===== config.mk =====
export PLATFORM = sky130hd
export DESIGN_NAME = timestamp_ordered_event_queue_flat
export DESIGN_NICKNAME = d
export VERILOG_FILES = /design/src/teoq_pkg.sv /design/src/teoq_req_if.sv /design/src/teoq_rsp_if.sv /design/src/timestamp_ordered_event_queue.sv /design/src/teoq_ctrl.sv /design/src/teoq_datapath.sv /design/src/flat_wrapper.sv
export SDC_FILE = /design/constraint.sdc
export NUM_CORES = 2
export LEC_CHECK = 0
export ABC_AREA = 0
export BUFFER_PORTS_ARGS = -buffer_cell sky130_fd_sc_hd__buf_2
export CAP_MARGIN = 20
export CORE_ASPECT_RATIO = 0.6
export CORE_MARGIN = 3
export CORE_UTILIZATION = 40
export DETAILED_ROUTE_END_ITERATION = 8
export PLACE_DENSITY = 0.54
export SETUP_SLACK_MARGIN = 0.1
export SYNTH_ARGS = -nofsm -noshare
export SYNTH_HDL_FRONTEND = slang
export SYNTH_SLANG_ARGS = --single-unit

===== constraint.sdc =====
create_clock -name clock -period 12.4 [get_ports clock]
set_input_delay 3.72 -clock clock [delete_from_list [all_inputs] [get_ports clock]]
set_output_delay 3.72 -clock clock [all_outputs]
set_load 0.01 [all_outputs]

===== src/teoq_pkg.sv =====
package teoq_pkg;

   localparam int DEF_QUEUE_DEPTH = 16;
   localparam int DEF_TIME_BITS   = 20;
   localparam int DEF_OWNER_BITS  = 8;

   localparam int OP_BITS     = 2;
   localparam int KIND_BITS   = 2;
   localparam int STATUS_BITS = 2;

   typedef enum logic [OP_BITS-1:0] {
      OP_INSERT = 2'd0,
      OP_POP    = 2'd1,
      OP_REMOVE = 2'd2,
      OP_LOOKUP = 2'd3
   } teoq_op_type;

   typedef enum logic [STATUS_BITS-1:0] {
      STAT_OK        = 2'd0,
      STAT_EMPTY     = 2'd1,
      STAT_NOT_FOUND = 2'd2,
      STAT_FULL      = 2'd3
   } teoq_status_type;

   typedef enum logic [1:0] {
      ST_IDLE,
      ST_MATCH,
      ST_APPLY
   } teoq_state_type;

   typedef struct packed {
      logic req_load;
      logic match_load;
      logic apply;
   } teoq_cmd_type;

endpackage


===== src/teoq_req_if.sv =====
interface teoq_req_if #(
   parameter int TIME_BITS  = teoq_pkg::DEF_TIME_BITS,
   parameter int OWNER_BITS = teoq_pkg::DEF_OWNER_BITS
);
   logic                              valid;
   logic                              ready;
   logic [teoq_pkg::OP_BITS-1:0]      command;
   logic [OWNER_BITS-1:0]             owner_id;
   logic [TIME_BITS-1:0]              event_time;
   logic [teoq_pkg::KIND_BITS-1:0]    transition_kind;

   modport source (
      output valid, command, owner_id, event_time, transition_kind,
      input  ready
   );

   modport sink (
      input  valid, command, owner_id, event_time, transition_kind,
      output ready
   );
endinterface


===== src/teoq_rsp_if.sv =====
interface teoq_rsp_if #(
   parameter int TIME_BITS  = teoq_pkg::DEF_TIME_BITS,
   parameter int OWNER_BITS = teoq_pkg::DEF_OWNER_BITS
);
   logic                              valid;
   logic                              ready;
   logic [OWNER_BITS-1:0]             out_owner_id;
   logic [TIME_BITS-1:0]              out_time;
   logic [teoq_pkg::KIND_BITS-1:0]    out_transition;
   logic [teoq_pkg::STATUS_BITS-1:0]  status;
   logic                              queue_empty;
   logic [TIME_BITS-1:0]              head_time;

   modport source (
      output valid, out_owner_id, out_time, out_transition, status, queue_empty,
             head_time,
      input  ready
   );

   modport sink (
      input  valid, out_owner_id, out_time, out_transition, status, queue_empty,
             head_time,
      output ready
   );
endinterface


===== src/timestamp_ordered_event_queue.sv =====
// Each request passes the capture, compare and apply steps of the controller, and its
// result is registered at apply, which waits while an earlier result is still held. A new
// request is taken only in idle, but a pending result does not block its transfer.
// Reset: synchronous, active high; it empties the queue at once and drops any
// pending result. Stored event payloads are not cleared.
module timestamp_ordered_event_queue #(
   parameter int QUEUE_DEPTH = teoq_pkg::DEF_QUEUE_DEPTH,
   parameter int TIME_BITS   = teoq_pkg::DEF_TIME_BITS,
   parameter int OWNER_BITS  = teoq_pkg::DEF_OWNER_BITS
) (
   input  logic        clock,
   input  logic        reset,
   teoq_req_if.sink    req_chan,
   teoq_rsp_if.source  rsp_chan
);
   import teoq_pkg::*;

   teoq_cmd_type cmd;

   teoq_ctrl u_ctrl (
      .clock     (clock),
      .reset     (reset),
      .req_valid (req_chan.valid),
      .req_ready (req_chan.ready),
      .rsp_valid (rsp_chan.valid),
      .rsp_ready (rsp_chan.ready),
      .cmd       (cmd)
   );

   teoq_datapath #(
      .QUEUE_DEPTH (QUEUE_DEPTH),
      .TIME_BITS   (TIME_BITS),
      .OWNER_BITS  (OWNER_BITS)
   ) u_datapath (
      .clock               (clock),
      .reset               (reset),
      .cmd                 (cmd),
      .req_command         (req_chan.command),
      .req_owner_id        (req_chan.owner_id),
      .req_event_time      (req_chan.event_time),
      .req_transition_kind (req_chan.transition_kind),
      .rsp_out_owner_id    (rsp_chan.out_owner_id),
      .rsp_out_time        (rsp_chan.out_time),
      .rsp_out_transition  (rsp_chan.out_transition),
      .rsp_status          (rsp_chan.status),
      .rsp_queue_empty     (rsp_chan.queue_empty),
      .rsp_head_time       (rsp_chan.head_time)
   );

endmodule


===== src/teoq_ctrl.sv =====
module teoq_ctrl (
   input  logic                   clock,
   input  logic                   reset,
   input  logic                   req_valid,
   output logic                   req_ready,
   output logic                   rsp_valid,
   input  logic                   rsp_ready,
   output teoq_pkg::teoq_cmd_type cmd
);
   import teoq_pkg::*;

   teoq_state_type state_ff, state_in;
   logic           rsp_valid_ff, rsp_valid_in;

   always_ff @(posedge clock) begin
      if (reset) begin
         state_ff     <= ST_IDLE;
         rsp_valid_ff <= 1'b0;
      end else begin
         state_ff     <= state_in;
         rsp_valid_ff <= rsp_valid_in;
      end
   end

   always_comb begin
      state_in       = state_ff;
      cmd            = '0;
      req_ready      = 1'b0;
      case (state_ff)
         ST_IDLE: begin
            req_ready = 1'b1;
            if (req_valid) begin
               cmd.req_load = 1'b1;
               state_in     = ST_MATCH;
            end
         end
         ST_MATCH: begin
            cmd.match_load = 1'b1;
            state_in       = ST_APPLY;
         end
         ST_APPLY: begin
            if (!rsp_valid_ff || rsp_ready) begin
               cmd.apply = 1'b1;
               state_in  = ST_IDLE;
            end
         end
         default: begin
            state_in = ST_IDLE;
         end
      endcase

      if (cmd.apply) begin
         rsp_valid_in = 1'b1;
      end else if (rsp_ready) begin
         rsp_valid_in = 1'b0;
      end else begin
         rsp_valid_in = rsp_valid_ff;
      end
   end

   assign rsp_valid = rsp_valid_ff;

endmodule


===== src/teoq_datapath.sv =====
module teoq_datapath #(
   parameter int QUEUE_DEPTH = teoq_pkg::DEF_QUEUE_DEPTH,
   parameter int TIME_BITS   = teoq_pkg::DEF_TIME_BITS,
   parameter int OWNER_BITS  = teoq_pkg::DEF_OWNER_BITS
) (
   input  logic                                 clock,
   input  logic                                 reset,
   input  teoq_pkg::teoq_cmd_type               cmd,
   input  logic [teoq_pkg::OP_BITS-1:0]         req_command,
   input  logic [OWNER_BITS-1:0]                req_owner_id,
   input  logic [TIME_BITS-1:0]                 req_event_time,
   input  logic [teoq_pkg::KIND_BITS-1:0]       req_transition_kind,
   output logic [OWNER_BITS-1:0]                rsp_out_owner_id,
   output logic [TIME_BITS-1:0]                 rsp_out_time,
   output logic [teoq_pkg::KIND_BITS-1:0]       rsp_out_transition,
   output logic [teoq_pkg::STATUS_BITS-1:0]     rsp_status,
   output logic                                 rsp_queue_empty,
   output logic [TIME_BITS-1:0]                 rsp_head_time
);
   import teoq_pkg::*;

   localparam int IDX_BITS = $clog2(QUEUE_DEPTH);
   localparam logic [QUEUE_DEPTH-1:0] ONE_VEC = {{(QUEUE_DEPTH-1){1'b0}}, 1'b1};

   teoq_op_type             op_ff;
   logic [OWNER_BITS-1:0]   owner_ff;
   logic [TIME_BITS-1:0]    time_ff;
   logic [KIND_BITS-1:0]    kind_ff;

   logic [QUEUE_DEPTH-1:0]  slot_valid_ff, slot_valid_in;
   logic [TIME_BITS-1:0]    slot_time_ff  [QUEUE_DEPTH];
   logic [TIME_BITS-1:0]    slot_time_in  [QUEUE_DEPTH];
   logic [OWNER_BITS-1:0]   slot_owner_ff [QUEUE_DEPTH];
   logic [OWNER_BITS-1:0]   slot_owner_in [QUEUE_DEPTH];
   logic [KIND_BITS-1:0]    slot_kind_ff  [QUEUE_DEPTH];
   logic [KIND_BITS-1:0]    slot_kind_in  [QUEUE_DEPTH];

   logic [QUEUE_DEPTH-1:0]  match_ff, match_in;
   logic [QUEUE_DEPTH-1:0]  greater_ff, greater_in;

   logic [OWNER_BITS-1:0]   rsp_owner_ff, rsp_owner_in;
   logic [TIME_BITS-1:0]    rsp_time_ff, rsp_time_in;
   logic [KIND_BITS-1:0]    rsp_kind_ff, rsp_kind_in;
   teoq_status_type         rsp_status_ff, rsp_status_in;
   logic                    rsp_empty_ff, rsp_empty_in;
   logic [TIME_BITS-1:0]    rsp_head_ff, rsp_head_in;

   logic                    full;
   logic                    found;
   logic [QUEUE_DEPTH-1:0]  sel_vec;
   logic [QUEUE_DEPTH-1:0]  first_hot;
   logic [QUEUE_DEPTH-1:0]  below;
   logic [QUEUE_DEPTH-1:0]  greater_prev;
   logic [QUEUE_DEPTH-1:0]  valid_prev;
   logic [QUEUE_DEPTH-1:0]  valid_next;
   logic [TIME_BITS-1:0]    look_time;

   // Request capture and per-slot compare results.
   always_ff @(posedge clock) begin
      if (cmd.req_load) begin
         op_ff    <= teoq_op_type'(req_command);
         owner_ff <= req_owner_id;
         time_ff  <= req_event_time;
         kind_ff  <= req_transition_kind;
      end
      if (cmd.match_load) begin
         match_ff   <= match_in;
         greater_ff <= greater_in;
      end
   end

   always_comb begin
      for (int i = 0; i < QUEUE_DEPTH; i++) begin
         match_in[i]   = slot_valid_ff[i] && (slot_owner_ff[i] == owner_ff);
         greater_in[i] = slot_valid_ff[i] && (slot_time_ff[i] > time_ff);
      end
   end

   // Position decode shared by pop, remove and lookup.
   always_comb begin
      full         = slot_valid_ff[QUEUE_DEPTH-1];
      sel_vec      = (op_ff == OP_POP) ? (slot_valid_ff & ONE_VEC) : match_ff;
      found        = |sel_vec;
      first_hot    = sel_vec & (~sel_vec + ONE_VEC);
      below        = first_hot - ONE_VEC;
      greater_prev = {greater_ff[QUEUE_DEPTH-2:0], 1'b0};
      valid_prev   = {slot_valid_ff[QUEUE_DEPTH-2:0], 1'b1};
      valid_next   = {1'b0, slot_valid_ff[QUEUE_DEPTH-1:1]};
      look_time    = '0;
      for (int i = 0; i < QUEUE_DEPTH; i++) begin
         if (first_hot[i]) begin
            look_time = look_time | slot_time_ff[i];
         end
      end
   end

   // Each slot either holds, takes its lower neighbor, takes its upper
   // neighbor, or takes the new event.
   always_comb begin
      logic [IDX_BITS-1:0] up_idx;
      logic [IDX_BITS-1:0] dn_idx;
      slot_valid_in = slot_valid_ff;
      for (int i = 0; i < QUEUE_DEPTH; i++) begin
         up_idx           = IDX_BITS'((i == QUEUE_DEPTH - 1) ? i : i + 1);
         dn_idx           = IDX_BITS'((i == 0) ? i : i - 1);
         slot_time_in[i]  = slot_time_ff[i];
         slot_owner_in[i] = slot_owner_ff[i];
         slot_kind_in[i]  = slot_kind_ff[i];
         if (cmd.apply) begin
            case (op_ff)
               OP_INSERT: begin
                  if (!full) begin
                     if (greater_prev[i]) begin
                        slot_time_in[i]  = slot_time_ff[dn_idx];
                        slot_owner_in[i] = slot_owner_ff[dn_idx];
                        slot_kind_in[i]  = slot_kind_ff[dn_idx];
                     end else if (greater_ff[i] || (!slot_valid_ff[i] && valid_prev[i])) begin
                        slot_time_in[i]  = time_ff;
                        slot_owner_in[i] = owner_ff;
                        slot_kind_in[i]  = kind_ff;
                     end
                  end
               end
               OP_POP, OP_REMOVE: begin
                  if (found && !below[i]) begin
                     slot_time_in[i]  = slot_time_ff[up_idx];
                     slot_owner_in[i] = slot_owner_ff[up_idx];
                     slot_kind_in[i]  = slot_kind_ff[up_idx];
                  end
               end
               default: begin
               end
            endcase
         end
      end
      if (cmd.apply) begin
         case (op_ff)
            OP_INSERT: begin
               if (!full) begin
                  slot_valid_in = slot_valid_ff | (~slot_valid_ff & valid_prev);
               end
            end
            OP_POP, OP_REMOVE: begin
               if (found) begin
                  slot_valid_in = (slot_valid_ff & below) | (valid_next & ~below);
               end
            end
            default: begin
            end
         endcase
      end
   end

   always_comb begin
      rsp_owner_in  = owner_ff;
      rsp_time_in   = '0;
      rsp_kind_in   = '0;
      rsp_status_in = STAT_OK;
      case (op_ff)
         OP_INSERT: begin
            if (full) begin
               rsp_status_in = STAT_FULL;
            end
         end
         OP_POP: begin
            if (slot_valid_ff[0]) begin
               rsp_owner_in = slot_owner_ff[0];
               rsp_time_in  = slot_time_ff[0];
               rsp_kind_in  = slot_kind_ff[0];
            end else begin
               rsp_status_in = STAT_EMPTY;
            end
         end
         OP_REMOVE: begin
            if (!found) begin
               rsp_status_in = STAT_NOT_FOUND;
            end
         end
         OP_LOOKUP: begin
            if (found) begin
               rsp_time_in = look_time;
            end else begin
               rsp_status_in = STAT_NOT_FOUND;
            end
         end
         default: begin
         end
      endcase
      rsp_empty_in = !slot_valid_in[0];
      rsp_head_in  = slot_valid_in[0] ? slot_time_in[0] : '0;
   end

   always_ff @(posedge clock) begin
      if (reset) begin
         slot_valid_ff <= '0;
      end else begin
         slot_valid_ff <= slot_valid_in;
      end
   end

   always_ff @(posedge clock) begin
      slot_time_ff  <= slot_time_in;
      slot_owner_ff <= slot_owner_in;
      slot_kind_ff  <= slot_kind_in;
      if (cmd.apply) begin
         rsp_owner_ff  <= rsp_owner_in;
         rsp_time_ff   <= rsp_time_in;
         rsp_kind_ff   <= rsp_kind_in;
         rsp_status_ff <= rsp_status_in;
         rsp_empty_ff  <= rsp_empty_in;
         rsp_head_ff   <= rsp_head_in;
      end
   end

   assign rsp_out_owner_id   = rsp_owner_ff;
   assign rsp_out_time       = rsp_time_ff;
   assign rsp_out_transition = rsp_kind_ff;
   assign rsp_status         = rsp_status_ff;
   assign rsp_queue_empty    = rsp_empty_ff;
   assign rsp_head_time      = rsp_head_ff;

endmodule


===== src/flat_wrapper.sv =====
// flat-port wrapper written by rule: the top's interface ports become plain ports
module timestamp_ordered_event_queue_flat import teoq_pkg::*;
#(
   parameter int QUEUE_DEPTH = teoq_pkg::DEF_QUEUE_DEPTH,
   parameter int TIME_BITS   = teoq_pkg::DEF_TIME_BITS,
   parameter int OWNER_BITS  = teoq_pkg::DEF_OWNER_BITS
)
  (clock, reset, req_chan_valid, req_chan_command, req_chan_owner_id, req_chan_event_time, req_chan_transition_kind, req_chan_ready, rsp_chan_valid, rsp_chan_out_owner_id, rsp_chan_out_time, rsp_chan_out_transition, rsp_chan_status, rsp_chan_queue_empty, rsp_chan_head_time, rsp_chan_ready);
  teoq_req_if #(.TIME_BITS(TIME_BITS), .OWNER_BITS(OWNER_BITS)) req_chan_i ();
  teoq_rsp_if #(.TIME_BITS(TIME_BITS), .OWNER_BITS(OWNER_BITS)) rsp_chan_i ();
  input  logic clock;
  input  logic reset;
  input wire logic [$bits(req_chan_i.valid)-1:0] req_chan_valid;
  input wire logic [$bits(req_chan_i.command)-1:0] req_chan_command;
  input wire logic [$bits(req_chan_i.owner_id)-1:0] req_chan_owner_id;
  input wire logic [$bits(req_chan_i.event_time)-1:0] req_chan_event_time;
  input wire logic [$bits(req_chan_i.transition_kind)-1:0] req_chan_transition_kind;
  output wire logic [$bits(req_chan_i.ready)-1:0] req_chan_ready;
  output wire logic [$bits(rsp_chan_i.valid)-1:0] rsp_chan_valid;
  output wire logic [$bits(rsp_chan_i.out_owner_id)-1:0] rsp_chan_out_owner_id;
  output wire logic [$bits(rsp_chan_i.out_time)-1:0] rsp_chan_out_time;
  output wire logic [$bits(rsp_chan_i.out_transition)-1:0] rsp_chan_out_transition;
  output wire logic [$bits(rsp_chan_i.status)-1:0] rsp_chan_status;
  output wire logic [$bits(rsp_chan_i.queue_empty)-1:0] rsp_chan_queue_empty;
  output wire logic [$bits(rsp_chan_i.head_time)-1:0] rsp_chan_head_time;
  input wire logic [$bits(rsp_chan_i.ready)-1:0] rsp_chan_ready;
  assign req_chan_i.valid = req_chan_valid;
  assign req_chan_i.command = req_chan_command;
  assign req_chan_i.owner_id = req_chan_owner_id;
  assign req_chan_i.event_time = req_chan_event_time;
  assign req_chan_i.transition_kind = req_chan_transition_kind;
  assign req_chan_ready = req_chan_i.ready;
  assign rsp_chan_valid = rsp_chan_i.valid;
  assign rsp_chan_out_owner_id = rsp_chan_i.out_owner_id;
  assign rsp_chan_out_time = rsp_chan_i.out_time;
  assign rsp_chan_out_transition = rsp_chan_i.out_transition;
  assign rsp_chan_status = rsp_chan_i.status;
  assign rsp_chan_queue_empty = rsp_chan_i.queue_empty;
  assign rsp_chan_head_time = rsp_chan_i.head_time;
  assign rsp_chan_i.ready = rsp_chan_ready;
  timestamp_ordered_event_queue #(.QUEUE_DEPTH(QUEUE_DEPTH), .TIME_BITS(TIME_BITS), .OWNER_BITS(OWNER_BITS)) u_core (.clock(clock), .reset(reset), .req_chan(req_chan_i), .rsp_chan(rsp_chan_i));
endmodule

==> results.json <==
{
  "synth_top_area_frac": 0.422,
  "grt_max_degree": 239,
  "min_to": "u_core.u_datapath.slot_kind_ff[3]",
  "overflow": 0,
  "crit_required_ns": 12.74,
  "ys_async_sr_fraction": 0,
  "rows": 90,
  "slew-limit-headroom": 0.131,
  "cp_top_family": "buffers and inverters",
  "io_pins": 91,
  "vias_per_cell": 6.53,
  "cp-start-kind": "primary input",
  "r2r_cells": 9,
  "ys_types": 82,
  "cts_tree": "built",
  "die_area_um2": 107000,
  "crit_path_end_kind": "flip-flop",
  "num_vias": 35117,
  "nets": 4342,
  "r2r-start": "u_core.u_datapath.op_ff[1]",
  "synth_nets": 4362,
  "ys_warn_count": 0,
  "clk_latency_ns": 0.68,
  "switching_share": 0.296,
  "r2r-end": "u_core.u_datapath.rsp_out_time[14]",
  "cp_max_fo": 23,
  "dp.final_hpwl_um": 126000,
  "fin_crit_sh": 0.467,
  "synth_ff_type": "edfxtp_1",
  "status": "finished clean",
  "tightestPinTransition_ns": 1.29,
  "hold_path.class": "reg2reg",
  "setup_viol": 0,
  "cp_common_cell": "buf_4",
  "cts_root_buf": "clkbuf_16",
  "route.detailed.drc": 0,
  "area_delta_synth_final_pct": 11.0,
  "syn_inst": 4002,
  "antenna_found_initial": 7,
  "syn-cell-area_um2": 41100,
  "synth_commonest_cells": "577 x edfxtp_1, 563 x nand2_1, 532 x o21ai_0, 443 x mux2i_1, 324 x ha_1",
  "crit_type": "in2reg",
  "cts_hold_buf": 0,
  "p_int_mw": 4.09,
  "dp.cells": 5241,
  "die_w_um": 420,
  "clockBufferDepth": 3,
  "crit_chain": "buf_2, nor2b_1, nor3_2, buf_4, nand2_1, buf_16, a211oi_4, buf_4",
  "drv_cap": 0,
  "fmax_ghz": 0.173,
  "rsz0062_at_grt": "no",
  "p_clk_frac": 0.405,
  "holdPathStages": 2,
  "layout-drive-gt1-share": 0.100,
  "routed_wl_um": 178000,
  "synth-seq-area-share": 0.441,
  "path_buf_inv": 4,
  "power_frac_comb": 0.160,
  "ant_nets": 0,
  "p_sw_mw": 1.72,
  "routabilityCongestion": 0.973,
  "fin_cells": 5375,
  "slowest_stage": "a211oi_4",
  "yosysMostFrequentCell": "edfxtp_1",
  "initial_core_util": 0.406,
  "grt_pass1_wl_um": 246000,
  "die_h_um": 254,
  "cts_sinks": 616,
  "cts_buffers": 71,
  "clkTransAtPathRegs_ns": 0.06,
  "synth_top_cell_by_area": "edfxtp_1",
  "critPathMaxStageDelay_ns": 0.57,
  "fin_total_pwr_mw": 5.81,
  "power.density_nw_per_um2": 128,
  "cts-resized-gates": 0,
  "post-route-min-period_ns": 5.79,
  "post_cts_buffers": 0,
  "arrival_ns": 6.13,
  "grtUsageTotal": 0.326,
  "worstHoldStart": "u_core.u_datapath.slot_kind_ff[1]",
  "first_pass_iters": 6,
  "htreeDepth": 3,
  "synth_area_leaders": "edfxtp_1 42%, mux2i_1 11%, ha_1 9.9%, o21ai_0 6.5%, nand2_1 5.1%",
  "avgRoutedWirePerCell_um": 33.1,
  "ir_worst_vdd_mv": 0.0930,
  "fp.coreArea_um2": 101000,
  "tns_ns": 0,
  "grt_pass1_vias": 31195,
  "hold_viol_final": 0,
  "fin_skew_ns": 0.0312,
  "drtIter0Drc": 6123,
  "r2r_setup_slack_ns": 7.93,
  "portBuffers": 90,
  "synth_edf_count": 577,
  "p_leak_nw": 17.0,
  "finalMaxSlewViolations": 0,
  "p_seq_frac": 0.434,
  "syn_avg_cell_area_um2": 10.3,
  "ys_ff_latch": 616
}
[layout by cell type, fill, tap and decap left out, drive strengths merged, types with 37 or more instances in the layout]
cell type	count
nand3	81
inv	103
edfxtp	577
nand2	564
a22oi	38
nor3	64
clkbuf	86
dfxtp	39
a221oi	37
buf	207
xor2	44
ha	324
nor2	57
mux2i	444
a31oi	42
nand4	74
o21ai	535
a21oi	149
xnor2	84
[routing by layer]
layer	global-route usage	part of all wire	routed length, µm	vias up
met5	0	0.00015	27	-
met4	0.0596	0.019	3410	4
met3	0.157	0.18	32200	196
met2	0.363	0.33	59500	2643
met1	0.533	0.47	82800	17104
li1	-	-	-	15170
[registers in the layout (all words and copies together), names as in the netlist, 16 cells and up]
signal and flops:
u_core.u_datapath.greater_ff 16, u_core.u_datapath.match_ff 16, u_core.u_datapath.rsp_head_time 20, u_core.u_datapath.rsp_out_time 20, u_core.u_datapath.slot_kind_ff 32, u_core.u_datapath.slot_owner_ff 128
u_core.u_datapath.slot_time_ff 320, u_core.u_datapath.slot_valid_ff 16, u_core.u_datapath.time_ff 20
[tightest hold or removal path, delay by kind of cell (launching register included)]
family	cells	cell delay [ns]
flops	1	0.32
compound gates	1	0.06
simple gates	1	0.04
[worst max path at each step]
stage	from	to	slack [ns]	depth (start not counted)
after floorplan	rsp_chan_ready	u_core.u_datapath.slot_kind_ff[0]	4.80	3
after global placement	rsp_chan_ready	u_core.u_datapath.slot_time_ff[287]	5.54	7
after detailed placement	rsp_chan_ready	u_core.u_datapath.slot_time_ff[285]	5.93	8
after CTS	rsp_chan_ready	u_core.u_datapath.slot_time_ff[285]	6.64	8
after global routing	rsp_chan_ready	u_core.u_datapath.slot_time_ff[281]	6.53	8
final	rsp_chan_ready	u_core.u_datapath.slot_time_ff[286]	6.61	8
[power groups by stage]
stage          Clock, mW  Combinational (mW)  Sequential (mW)
4_1_cts             2.38               0.896             2.51
2_1_floorplan          0               0.594             2.48
3_5_place_dp           0               0.892             2.55
6_report            2.36               0.931             2.52
3_3_place_gp           0               0.882             2.56
5_1_grt             2.46                1.01             2.52
[area by class of cell]
cell class	count	area [µm²]
fill	9571	55600
multi-input combinational	2979	21500
sequential	616	18100
clock buffer	85	1930
tap	1334	1670
timing repair buffer	208	1380
clock inverter	44	577
inverter	106	398
antenna	3	7.51
[cell families after synthesis]
logic type	share of synthesized area
simple gates	0.111
xor+xnor	0.0273
compound gates	0.165
buf+inv	0.0406
flops	0.441
fa+ha+maj	0.0987
mux	0.117
[metrics by stage]
stage	setup WS [ns]	cell area, µm²	hold slack [ns]	utilization
4_1_cts	6.64	45500	0.548	0.450
2_1_floorplan	4.80	41100	0.500	-
6_report	6.61	45600	0.538	0.451
5_1_grt	6.53	45600	0.571	0.451
3_3_place_gp	5.54	43000	0.505	0.425
3_5_place_dp	5.93	43000	0.516	0.426
No activity file was read; power rests on OpenSTA's default activity.
